==> src/rtl/core/pmct_pkg.sv <==
// Shared constants and types for the PS/2 mouse packet cursor tracker.
package pmct_pkg;

  localparam int COORD_BITS_DEF = 12;
  localparam int CFG_DATA_BITS  = 12;
  localparam int CFG_IDX_BITS   = 2;
  localparam int BUTTON_BITS    = 3;

  localparam logic [CFG_IDX_BITS-1:0] REG_MAX_X = CFG_IDX_BITS'(0);
  localparam logic [CFG_IDX_BITS-1:0] REG_MAX_Y = CFG_IDX_BITS'(1);

  localparam int RESET_MAX_X = 79;
  localparam int RESET_MAX_Y = 24;
  localparam int RESET_POS_X = 40;
  localparam int RESET_POS_Y = 12;

  // Flag byte layout
  localparam int SYNC_BIT  = 3;
  localparam int XSIGN_BIT = 4;
  localparam int YSIGN_BIT = 5;

  localparam int PKT_QUEUE_DEPTH = 2;
  localparam int OUT_QUEUE_DEPTH = 2;

  typedef struct packed {
    logic                   sign_x;
    logic                   sign_y;
    logic [BUTTON_BITS-1:0] buttons;
    logic [7:0]             dx;
    logic [7:0]             dy;
  } pkt_t;

endpackage

==> src/rtl/core/pmct_fifo.sv <==
// Small register-based FIFO; depth must be a power of two.
module pmct_fifo #(
  parameter int WIDTH = 8,
  parameter int DEPTH = 2
) (
  input  logic             clk_i,
  input  logic             rst_ni,
  input  logic             push_i,
  input  logic [WIDTH-1:0] data_i,
  output logic             full_o,
  input  logic             pop_i,
  output logic [WIDTH-1:0] data_o,
  output logic             empty_o
);

  localparam int AW = (DEPTH > 1) ? $clog2(DEPTH) : 1;
  localparam int CW = $clog2(DEPTH + 1);

  logic [WIDTH-1:0] mem_q [DEPTH];
  logic [AW-1:0]    wr_ptr_q, wr_ptr_d, rd_ptr_q, rd_ptr_d;
  logic [CW-1:0]    count_q, count_d;
  logic             do_push, do_pop;

  assign full_o  = (count_q == CW'(DEPTH));
  assign empty_o = (count_q == '0);
  assign do_push = push_i && !full_o;
  assign do_pop  = pop_i && !empty_o;
  assign data_o  = mem_q[rd_ptr_q];

  always_comb begin
    wr_ptr_d = do_push ? wr_ptr_q + 1'b1 : wr_ptr_q;
    rd_ptr_d = do_pop ? rd_ptr_q + 1'b1 : rd_ptr_q;
    count_d  = count_q;
    if (do_push && !do_pop) begin
      count_d = count_q + 1'b1;
    end else if (do_pop && !do_push) begin
      count_d = count_q - 1'b1;
    end
  end

  always_ff @(posedge clk_i or negedge rst_ni) begin
    if (!rst_ni) begin
      wr_ptr_q <= '0;
      rd_ptr_q <= '0;
      count_q  <= '0;
    end else begin
      wr_ptr_q <= wr_ptr_d;
      rd_ptr_q <= rd_ptr_d;
      count_q  <= count_d;
    end
  end

  always_ff @(posedge clk_i) begin
    if (do_push) begin
      mem_q[wr_ptr_q] <= data_i;
    end
  end

  a_count_bound: assert property (@(posedge clk_i) disable iff (!rst_ni)
    count_q <= CW'(DEPTH))
    else $error("fifo count beyond depth");

  a_count_grow: assert property (@(posedge clk_i) disable iff (!rst_ni)
    (do_push && !do_pop) |=> (count_q == $past(count_q) + 1'b1))
    else $error("fifo count did not grow on push");

endmodule

==> src/rtl/core/pmct_front.sv <==
// Byte assembler: resyncs on the flag byte and emits whole three-byte packets.
module pmct_front (
  input  logic          clk_i,
  input  logic          rst_ni,
  input  logic          push,
  output logic          full,
  input  logic [7:0]    rx_byte_i,
  output logic          pkt_push_o,
  output pmct_pkg::pkt_t pkt_o,
  input  logic          pkt_full_i
);

  import pmct_pkg::*;

  localparam logic [1:0] POS_FLAGS = 2'd0;
  localparam logic [1:0] POS_DX    = 2'd1;
  localparam logic [1:0] POS_DY    = 2'd2;

  logic [1:0] pos_q, pos_d;
  logic [7:0] flags_q, dx_q;
  logic       accept;

  // Only the closing byte needs room in the packet queue.
  assign full   = (pos_q == POS_DY) && pkt_full_i;
  assign accept = push && !full;

  always_comb begin
    pos_d = pos_q;
    if (accept) begin
      case (pos_q)
        POS_FLAGS: pos_d = rx_byte_i[SYNC_BIT] ? POS_DX : POS_FLAGS;
        POS_DX:    pos_d = POS_DY;
        POS_DY:    pos_d = POS_FLAGS;
        default:   pos_d = POS_FLAGS;
      endcase
    end
  end

  assign pkt_push_o     = accept && (pos_q == POS_DY);
  assign pkt_o.sign_x   = flags_q[XSIGN_BIT];
  assign pkt_o.sign_y   = flags_q[YSIGN_BIT];
  assign pkt_o.buttons  = flags_q[BUTTON_BITS-1:0];
  assign pkt_o.dx       = dx_q;
  assign pkt_o.dy       = rx_byte_i;

  always_ff @(posedge clk_i or negedge rst_ni) begin
    if (!rst_ni) begin
      pos_q <= POS_FLAGS;
    end else begin
      pos_q <= pos_d;
    end
  end

  always_ff @(posedge clk_i) begin
    if (accept && (pos_q == POS_FLAGS)) begin
      flags_q <= rx_byte_i;
    end
    if (accept && (pos_q == POS_DX)) begin
      dx_q <= rx_byte_i;
    end
  end

  a_resync_drop: assert property (@(posedge clk_i) disable iff (!rst_ni)
    (accept && (pos_q == POS_FLAGS) && !rx_byte_i[SYNC_BIT]) |=> (pos_q == POS_FLAGS))
    else $error("unsynced flag byte was not dropped");

  a_pkt_close: assert property (@(posedge clk_i) disable iff (!rst_ni)
    pkt_push_o |=> (pos_q == POS_FLAGS) && $past(pos_q == POS_DY))
    else $error("packet closed outside the dy byte");

endmodule

==> src/rtl/core/pmct_back.sv <==
// Cursor update: applies, clamps, queues a packet per cycle if queues allow.
module pmct_back #(
  parameter int COORD_BITS = pmct_pkg::COORD_BITS_DEF
) (
  input  logic                               clk_i,
  input  logic                               rst_ni,
  input  logic                               cfg_we_i,
  input  logic [pmct_pkg::CFG_IDX_BITS-1:0]  cfg_idx_i,
  input  logic [pmct_pkg::CFG_DATA_BITS-1:0] cfg_data_i,
  input  pmct_pkg::pkt_t                     pkt_i,
  input  logic                               pkt_empty_i,
  output logic                               pkt_pop_o,
  output logic                               out_push_o,
  output logic [2*COORD_BITS+pmct_pkg::BUTTON_BITS-1:0] out_data_o,
  input  logic                               out_full_i
);

  import pmct_pkg::*;

  localparam int XW = (COORD_BITS > CFG_DATA_BITS) ? COORD_BITS : CFG_DATA_BITS;
  localparam int SW = ((COORD_BITS > 9) ? COORD_BITS : 9) + 2;

  logic [COORD_BITS-1:0] max_x_q, max_y_q, pos_x_q, pos_y_q, pos_x_d, pos_y_d;
  logic [XW-1:0]         cfg_ext;
  logic signed [SW-1:0]  sum_x, sum_y, lim_x, lim_y;
  logic                  go;

  assign cfg_ext = XW'(cfg_data_i);

  assign go         = !pkt_empty_i && !out_full_i;
  assign pkt_pop_o  = go;
  assign out_push_o = go;

  // 9-bit deltas carry their sign from the flag byte
  assign sum_x = $signed({{(SW-COORD_BITS){1'b0}}, pos_x_q})
               + $signed({{(SW-9){pkt_i.sign_x}}, pkt_i.sign_x, pkt_i.dx});
  assign sum_y = $signed({{(SW-COORD_BITS){1'b0}}, pos_y_q})
               - $signed({{(SW-9){pkt_i.sign_y}}, pkt_i.sign_y, pkt_i.dy});
  assign lim_x = $signed({{(SW-COORD_BITS){1'b0}}, max_x_q});
  assign lim_y = $signed({{(SW-COORD_BITS){1'b0}}, max_y_q});

  always_comb begin
    if (sum_x[SW-1]) begin
      pos_x_d = '0;
    end else if (sum_x > lim_x) begin
      pos_x_d = max_x_q;
    end else begin
      pos_x_d = sum_x[COORD_BITS-1:0];
    end
    if (sum_y[SW-1]) begin
      pos_y_d = '0;
    end else if (sum_y > lim_y) begin
      pos_y_d = max_y_q;
    end else begin
      pos_y_d = sum_y[COORD_BITS-1:0];
    end
  end

  assign out_data_o = {pos_x_d, pos_y_d, pkt_i.buttons};

  always_ff @(posedge clk_i or negedge rst_ni) begin
    if (!rst_ni) begin
      max_x_q <= COORD_BITS'(RESET_MAX_X);
      max_y_q <= COORD_BITS'(RESET_MAX_Y);
      pos_x_q <= COORD_BITS'(RESET_POS_X);
      pos_y_q <= COORD_BITS'(RESET_POS_Y);
    end else begin
      if (cfg_we_i) begin
        case (cfg_idx_i)
          REG_MAX_X: max_x_q <= cfg_ext[COORD_BITS-1:0];
          REG_MAX_Y: max_y_q <= cfg_ext[COORD_BITS-1:0];
          default:   ;
        endcase
      end
      if (go) begin
        pos_x_q <= pos_x_d;
        pos_y_q <= pos_y_d;
      end
    end
  end

  a_x_clamped: assert property (@(posedge clk_i) disable iff (!rst_ni)
    go |=> (pos_x_q <= $past(max_x_q)))
    else $error("cursor x beyond max");

  a_y_clamped: assert property (@(posedge clk_i) disable iff (!rst_ni)
    go |=> (pos_y_q <= $past(max_y_q)))
    else $error("cursor y beyond max");

endmodule

==> src/rtl/core/ps2_mouse_packet_cursor_tracker.sv <==
// Top level: byte assembler, packet queue, cursor update and result queue.
// Takes one byte per cycle while full is low; full rises only on a closing byte with
// the packet queue full. Each result passes the packet and result queues to the output.
// Throughput: one packet per cycle through the cursor update while both queues allow.
// Reset: cursor (40,12), maxima (79,24), byte counter at flag byte, both queues empty.
module ps2_mouse_packet_cursor_tracker #(
  parameter int COORD_BITS = pmct_pkg::COORD_BITS_DEF
) (
  input  logic                               clk_i,
  input  logic                               rst_ni,
  input  logic                               cfg_we_i,
  input  logic [pmct_pkg::CFG_IDX_BITS-1:0]  cfg_idx_i,
  input  logic [pmct_pkg::CFG_DATA_BITS-1:0] cfg_data_i,
  input  logic                               push,
  output logic                               full,
  input  logic [7:0]                         rx_byte_i,
  output logic                               empty,
  input  logic                               pop,
  output logic [COORD_BITS-1:0]              cursor_x_o,
  output logic [COORD_BITS-1:0]              cursor_y_o,
  output logic [pmct_pkg::BUTTON_BITS-1:0]   button_bits_o
);

  import pmct_pkg::*;

  localparam int PW = $bits(pkt_t);
  localparam int RW = 2 * COORD_BITS + BUTTON_BITS;

  pkt_t          pkt_in, pkt_head;
  logic [PW-1:0] pkt_head_raw;
  logic          pkt_push, pkt_full, pkt_pop, pkt_empty;
  logic          res_push, res_full;
  logic [RW-1:0] res_in, res_out;

  pmct_front u_front (
    .clk_i      (clk_i),
    .rst_ni     (rst_ni),
    .push       (push),
    .full       (full),
    .rx_byte_i  (rx_byte_i),
    .pkt_push_o (pkt_push),
    .pkt_o      (pkt_in),
    .pkt_full_i (pkt_full)
  );

  pmct_fifo #(
    .WIDTH (PW),
    .DEPTH (PKT_QUEUE_DEPTH)
  ) u_pkt_queue (
    .clk_i   (clk_i),
    .rst_ni  (rst_ni),
    .push_i  (pkt_push),
    .data_i  (pkt_in),
    .full_o  (pkt_full),
    .pop_i   (pkt_pop),
    .data_o  (pkt_head_raw),
    .empty_o (pkt_empty)
  );

  assign pkt_head = pkt_t'(pkt_head_raw);

  pmct_back #(
    .COORD_BITS (COORD_BITS)
  ) u_back (
    .clk_i       (clk_i),
    .rst_ni      (rst_ni),
    .cfg_we_i    (cfg_we_i),
    .cfg_idx_i   (cfg_idx_i),
    .cfg_data_i  (cfg_data_i),
    .pkt_i       (pkt_head),
    .pkt_empty_i (pkt_empty),
    .pkt_pop_o   (pkt_pop),
    .out_push_o  (res_push),
    .out_data_o  (res_in),
    .out_full_i  (res_full)
  );

  pmct_fifo #(
    .WIDTH (RW),
    .DEPTH (OUT_QUEUE_DEPTH)
  ) u_out_queue (
    .clk_i   (clk_i),
    .rst_ni  (rst_ni),
    .push_i  (res_push),
    .data_i  (res_in),
    .full_o  (res_full),
    .pop_i   (pop),
    .data_o  (res_out),
    .empty_o (empty)
  );

  assign cursor_x_o    = res_out[RW-1 -: COORD_BITS];
  assign cursor_y_o    = res_out[BUTTON_BITS +: COORD_BITS];
  assign button_bits_o = res_out[BUTTON_BITS-1:0];

endmodule

==> config.mk <==
export PLATFORM = sky130hd
export DESIGN_NAME = ps2_mouse_packet_cursor_tracker
export DESIGN_NICKNAME = d
export VERILOG_FILES = /design/src/rtl/core/pmct_pkg.sv /design/src/rtl/core/pmct_fifo.sv /design/src/rtl/core/pmct_front.sv /design/src/rtl/core/pmct_back.sv /design/src/rtl/core/ps2_mouse_packet_cursor_tracker.sv
export SDC_FILE = /design/constraint.sdc
export NUM_CORES = 1
export LEC_CHECK = 0
export ABC_AREA = 1
export CORE_ASPECT_RATIO = 0.6
export CORE_MARGIN = 4
export CORE_UTILIZATION = 45
export DETAILED_ROUTE_END_ITERATION = 8
export DONT_BUFFER_PORTS = 1
export SLEW_MARGIN = 20
export SYNTH_ARGS = -nofsm -noshare
export SYNTH_HDL_FRONTEND = slang
export SYNTH_SLANG_ARGS = --single-unit
==> constraint.sdc <==
create_clock -name clk_i -period 4.3 [get_ports clk_i]
set_input_delay 0.215 -clock clk_i [delete_from_list [all_inputs] [get_ports clk_i]]
set_output_delay 0.215 -clock clk_i [all_outputs]
set_load 0.01 [all_outputs]
==> results.yml, run 1 <==
global_routing:
  first_global_vias: 6047
  track_usage: 0.207
  antenna_found_initial: 1
  grt_pass1_wl_um: 34500
  use_met3: 0.0608
  grt_max_degree: 59
  grt-ovfl-total: 0
  grtUsageMet1: 0.334
  grt_busiest_layer: "met1"
  grt_util_met2: 0.270
cts:
  h-tree-depth: 4
  clock_path_buffers: 2
  clock_tree.root_cell: "clkbuf_16"
  cts_sinks: 167
  numCtsBuffers: 17
  insertion_delay_ns: 0.44
  cts_tree: "yes"
  path_clk_slew_ns: 0.06
sta:
  post-route-period-util: 0.940
  rsz0062_at_grt: "false"
  drv_slew: 0
  worst_pin_slew_ns: 0.831
  hold_violations: 0
  max_slew_margin: 0.442
  period_minus_slack_ns: 4.04
  tns_ns: 0
  max_freq_mhz: 247
  skew_ns: 0.0149
  holdWs_ns: 0.0306
  setup-violations-final: 0
floorplanning:
  rows: 39
  die_w_um: 190
  io_pins: 56
  core_area_um2: 19200
  die_h_um: 117
  die-area_um2: 22200
  start_util: 0.464
finish:
  multiInputGateArea_um2: 3650
  diodes: 0
  area_delta_synth_final_pct: 13.7
  ff_latch_area_um2: 4740
  final_util: 0.528
  drive_gt1_frac: 0.0983
  fillers: 1751
  final_cells: 1304
  nNetsFinal: 1107
synthesis:
  synth_xor_xnor_area_share: 0.0187
  synth_edf_count: 109
  yosysMostFrequentCell: "nand2_1"
  yosys.area_share.simple: 0.246
  synth_nets: 1071
  synth_top_cell_by_area: "edfxtp_1"
  yosysSeqAreaShare: 0.531
  yosysUniqueCellTypes: 39
  synth_area_um2: 8920
  synthCells: 989
  synth_area_leaders: "edfxtp_1, nand2_1, dfrtp_1"
  synthTopCellsByCount: "nand2_1, inv_1, edfxtp_1, ha_1, nand3_1"
  synth-compound-area-share: 0.0536
  synth-seq-cells: 167
  yosys_warnings: 0
  netlist.area_leader.share: 0.367
  syn_area_per_cell_um2: 9.02
  ys_async_sr_fraction: 0.347
  ys.flop_type: "edfxtp_1"
  synthMuxAreaShare: 0.00786
  synth-adder-area-share: 0.0788
  synth_top_family_by_area: "simple AND/OR/NAND/NOR gates"
critical_path:
  arrival_ns: 4.35
  path_cells: "buf_4 -> o21ai_2 -> ha_2 -> nand2_1 -> nand2_1 -> o21bai_1 -> inv_1 -> nand3_1 -> nand2_1 -> nand2_1 -> ha_1 -> nand4_1 -> o21ai_2 -> nand3_4 -> buf_4 -> nand2_2 -> nand2_1 -> nand3_1 -> nand2_1"
  cp-start-kind: "flop"
  critPathCaptureType: "flop"
  slowest_stage: "o21ai_2"
  worst_path_largest_cell_delay_ns: 0.46
  crit_top_cell: "nand2_1"
  path_max_fanout: 10
  worstPathRequired_ns: 4.61
  path_class: "reg2reg"
pwr:
  ir_drop_v: 0.000341
  p_total_mw: 9.06
  leakage_nw: 4.81
  power.density_nw_per_um2: 893
detailed_routing:
  dr.pass1.iters: 5
  ant_nets: 0
  wl_per_cell_um: 16.6
  wirelength_um: 21700
  drc: 0
  via_count: 6587
  vias_per_cell: 5.05
  drt_iter0_drc: 575
place:
  place.port_buffers: 0
  dpl.hpwl_um: 16100
  dp_cells: 1246
  routabilityCongestion: 0.913
job:
  maxCapViolCount: 0
min_path:
  min_path_type: "in2reg"
outcome:
  outcome: "finished clean"
-- layer usage --
metal,share of wire,wire [um]
met3,0.086,1870
met1,0.54,11600
met2,0.37,7940
met4,0.0090,195
met5,0.00060,13
-- final cells by class --
type | count | share of cell area
Sequential cell | 167 | 0.467
Multi-Input combinational cell | 675 | 0.360
Inverter | 126 | 0.0466
Clock buffer | 20 | 0.0440
Timing Repair Buffer | 38 | 0.0353
Tap cell | 266 | 0.0328
Clock inverter | 12 | 0.0139
-- critical path, delay by kind of cell, from the launching register on --
| kind | cells | cell delay [ns] |
|---|---|---|
| AND/OR/NAND/NOR | 11 | 1.18 |
| buffers and inverters | 3 | 0.50 |
| flip-flops | 1 | 0.45 |
| adder cells (fa/ha/maj) | 2 | 0.75 |
| AO/OA/AOI/OAI | 3 | 1.02 |
-- per-stage QoR --
step / cell area [um2] / setup slack, ns
2_1_floorplan: 8920 / 0.436
3_3_place_gp: 9270 / 0.356
4_1_cts: 10100 / 0.291
6_report: 10100 / 0.257
3_5_place_dp: 9270 / 0.326
5_1_grt: 10100 / 0.00927
-- state kept, by name (all words and copies together), names as in the netlist, 2 cells and up --
name                 count
u_back.pos_y_q          12
u_front.pos_q            2
u_out_queue.count_q      2
u_pkt_queue.count_q      2
u_back.max_x_q          12
u_front.dx_q             8
u_out_queue.mem_q       54
u_back.max_y_q          12
u_pkt_queue.mem_q       42
u_back.pos_x_q          12
u_front.flags_q          5
-- where the power goes --
part,switching [mW],internal (mW)
sequential,0.213,2.45
clock,0.658,0.882
combinational,3.29,1.56
total,4.16,4.90
-- final timing paths --
kind	start	endpoint	slack, ns	cells after the start
min in group asynchronous	rst_ni	u_back.pos_y_q[4]	0.34	2
max in group asynchronous	rst_ni	u_back.max_x_q[1]	3.62	2
hold reg to reg	u_front.dx_q[4]	u_pkt_queue.mem_q[0][12]	0.45	0
setup / recovery	u_pkt_queue.rd_ptr_q	u_back.pos_y_q[5]	0.26	19
hold / removal	cfg_data_i[8]	u_back.max_x_q[8]	0.03	2
setup reg to reg	u_pkt_queue.rd_ptr_q	u_back.pos_y_q[5]	0.26	19
-- what timing repair did --
item / in CTS / in global routing
resized for setup: 0 / 3
setup endpoints to repair: 0 / 18
hold endpoints to repair: 107 / 0
hold buffers: 22 / 0
buffers inserted: 0 / 4
-- placed cells by master, fill, tap and decap left out, types with 12 or more instances in the layout --
cell type and instances:
nand3_1 48, buf_4 16, nor2_1 38, dlygate4sd3_1 21, ha_1 52, nand2_1 340
dfrtp_1 46, a21oi_1 35, clkbuf_16 17, nand4_1 29, inv_1 120, o21ai_0 41
edfxtp_1 109, nand2_2 12
-- cells by family (layout without fill, tap and decap cells) --
group           after synthesis  count (layout)
buf+inv                     147             196
flops                       167             167
simple gates                505             505
xor+xnor                     19              19
fa+ha+maj                    55              55
compound gates               89              89
mux                           7               7
Note: power is estimated with default switching activity, not from simulation.
==> inputs of run 2 (changes only) <==
CTS_BUF_LIST = sky130_fd_sc_hd__clkbuf_8   (was unset)
==> results.yml, run 2 (synthesis results as in run 1) <==
sta:
  period_minus_slack_ns: 3.99
  post-route-period-util: 0.927
  setup-violations-final: 0
  holdWs_ns: 0.0418
  skew_ns: 0.0185
  worst_pin_slew_ns: 0.841
  rsz0062_at_grt: "false"
  hold_violations: 0
  tns_ns: 0
  drv_slew: 0
  max_slew_margin: 0.435
  max_freq_mhz: 251
critical_path:
  crit_top_cell: "nand2_1"
  path_max_fanout: 10
  path_class: "reg2reg"
  path_cells: "buf_4 -> o21ai_2 -> ha_2 -> nand2_1 -> nand2_1 -> o21bai_1 -> inv_1 -> nand3_1 -> nand2_1 -> nand2_1 -> ha_1 -> nand4_1 -> o21ai_2 -> nand3_4 -> buf_4 -> nand2_2 -> nand2_1 -> nand3_1 -> nand2_1"
  critPathCaptureType: "flop"
  worstPathRequired_ns: 4.65
  ff2ff_path_depth: 19
  slowest_stage: "dfrtp_2"
  arrival_ns: 4.34
  worst_path_largest_cell_delay_ns: 0.46
  cp-start-kind: "flop"
  r2r_slack_ns: 0.31
detailed_routing:
  dr.pass1.iters: 5
  vias_per_cell: 5.04
  drc: 0
  drt_iter0_drc: 527
  wl_per_cell_um: 16.7
  via_count: 6588
  ant_nets: 0
  wirelength_um: 21800
finish:
  nNetsFinal: 1107
  area_delta_synth_final_pct: 11.7
  largest_reg_flops: 54
  drive_gt1_frac: 0.0973
  mostFrequentLayoutCell: "nand2_1"
  top_register: "u_out_queue.mem_q"
  reg_top3: "u_out_queue.mem_q: 54 flops, u_pkt_queue.mem_q: 42 flops"
  finalInstanceArea_um2: 9960
  final_cell_mix: "nand2_1, inv_1, edfxtp_1"
pwr:
  ir_drop_v: 0.000347
  p_total_mw: 8.65
  leakage_nw: 4.74
  power.density_nw_per_um2: 868
place:
  place.port_buffers: 0
  post_dp_cell_area_um2: 9270
  dpl.hpwl_um: 16100
  routabilityCongestion: 0.913
floorplanning:
  core_area_um2: 19200
  io_pins: 56
  die_h_um: 117
  rows: 39
  die_w_um: 190
  start_util: 0.464
  die-area_um2: 22200
min_path:
  whs_path_depth: 3
  min_path_type: "in2reg"
cts:
  insertion_delay_ns: 0.48
  clock_path_buffers: 2
  numCtsBuffers: 17
  clock_tree.root_cell: "clkbuf_8"
  cts_sinks: 167
  cts_tree: "yes"
  h-tree-depth: 4
  path_clk_slew_ns: 0.09
outcome:
  outcome: "finished clean"
global_routing:
  grt-ovfl-total: 0
  grt_pass1_wl_um: 34400
  track_usage: 0.206
  first_global_vias: 6030
  antenna_found_initial: 3
  grt_max_degree: 59
job:
  maxCapViolCount: 0
run 2: area by class of cell:
| cell class | instances | area, um2 |
|---|---|---|
| Clock buffer | 18 | 248 |
| Antenna cell | 2 | 5.00 |
| Tap cell | 266 | 333 |
| Fill cell | 1775 | 9270 |
| Timing Repair Buffer | 38 | 360 |
| Inverter | 126 | 473 |
| Clock inverter | 14 | 149 |
| Sequential cell | 167 | 4740 |
| Multi-Input combinational cell | 675 | 3650 |
run 2: final timing paths:
kind | startpoint | endpoint
min in group asynchronous | rst_ni | u_front.pos_q[0]
max in group asynchronous | rst_ni | u_back.max_x_q[1]
min | push | u_front.pos_q[1]
max | u_pkt_queue.rd_ptr_q | u_back.pos_y_q[5]
min reg2reg | u_front.dx_q[4] | u_pkt_queue.mem_q[0][12]
max reg2reg | u_pkt_queue.rd_ptr_q | u_back.pos_y_q[5]
run 2: critical path, delay by kind of cell, from the launching register on:
family / cells / cell delay [ns]
AO/OA/AOI/OAI: 3 / 1.01
buffers and inverters: 3 / 0.48
flip-flops: 1 / 0.46
AND/OR/NAND/NOR: 11 / 1.14
adder cells (fa/ha/maj): 2 / 0.75
run 2: through the flow:
stage | utilization | setup slack, ns | instances
6_report | 0.518 | 0.314 | 1306
5_1_grt | 0.518 | 0.0473 | 1306
4_1_cts | 0.515 | 0.298 | 1301
3_5_place_dp | 0.482 | 0.326 | 1246
3_3_place_gp | 0.482 | 0.356 | 1246
2_1_floorplan | - | 0.436 | 989
run 2: what timing repair did:
item / in CTS / in global routing
hold buffers: 23 / 0
endpoints found under the hold margin: 112 / 0
endpoints found under the setup margin: 0 / 16
buffers inserted: 0 / 3
resized for setup: 0 / 3
run 2: where the power goes:
group          internal [mW]  switching, mW  leakage, nW
registers               2.45          0.215         1.73
clock network          0.538          0.613        0.209
logic                   1.55           3.29         2.80
run 2: per-layer routing:
layer | global-route usage | up-vias | share of wire
li1 | - | 3323 | -
met1 | 0.335 | 3027 | 0.55
met2 | 0.266 | 216 | 0.36
met3 | 0.0596 | 20 | 0.083
met4 | 0.0434 | 2 | 0.0089
met5 | 0 | - | 0.00060
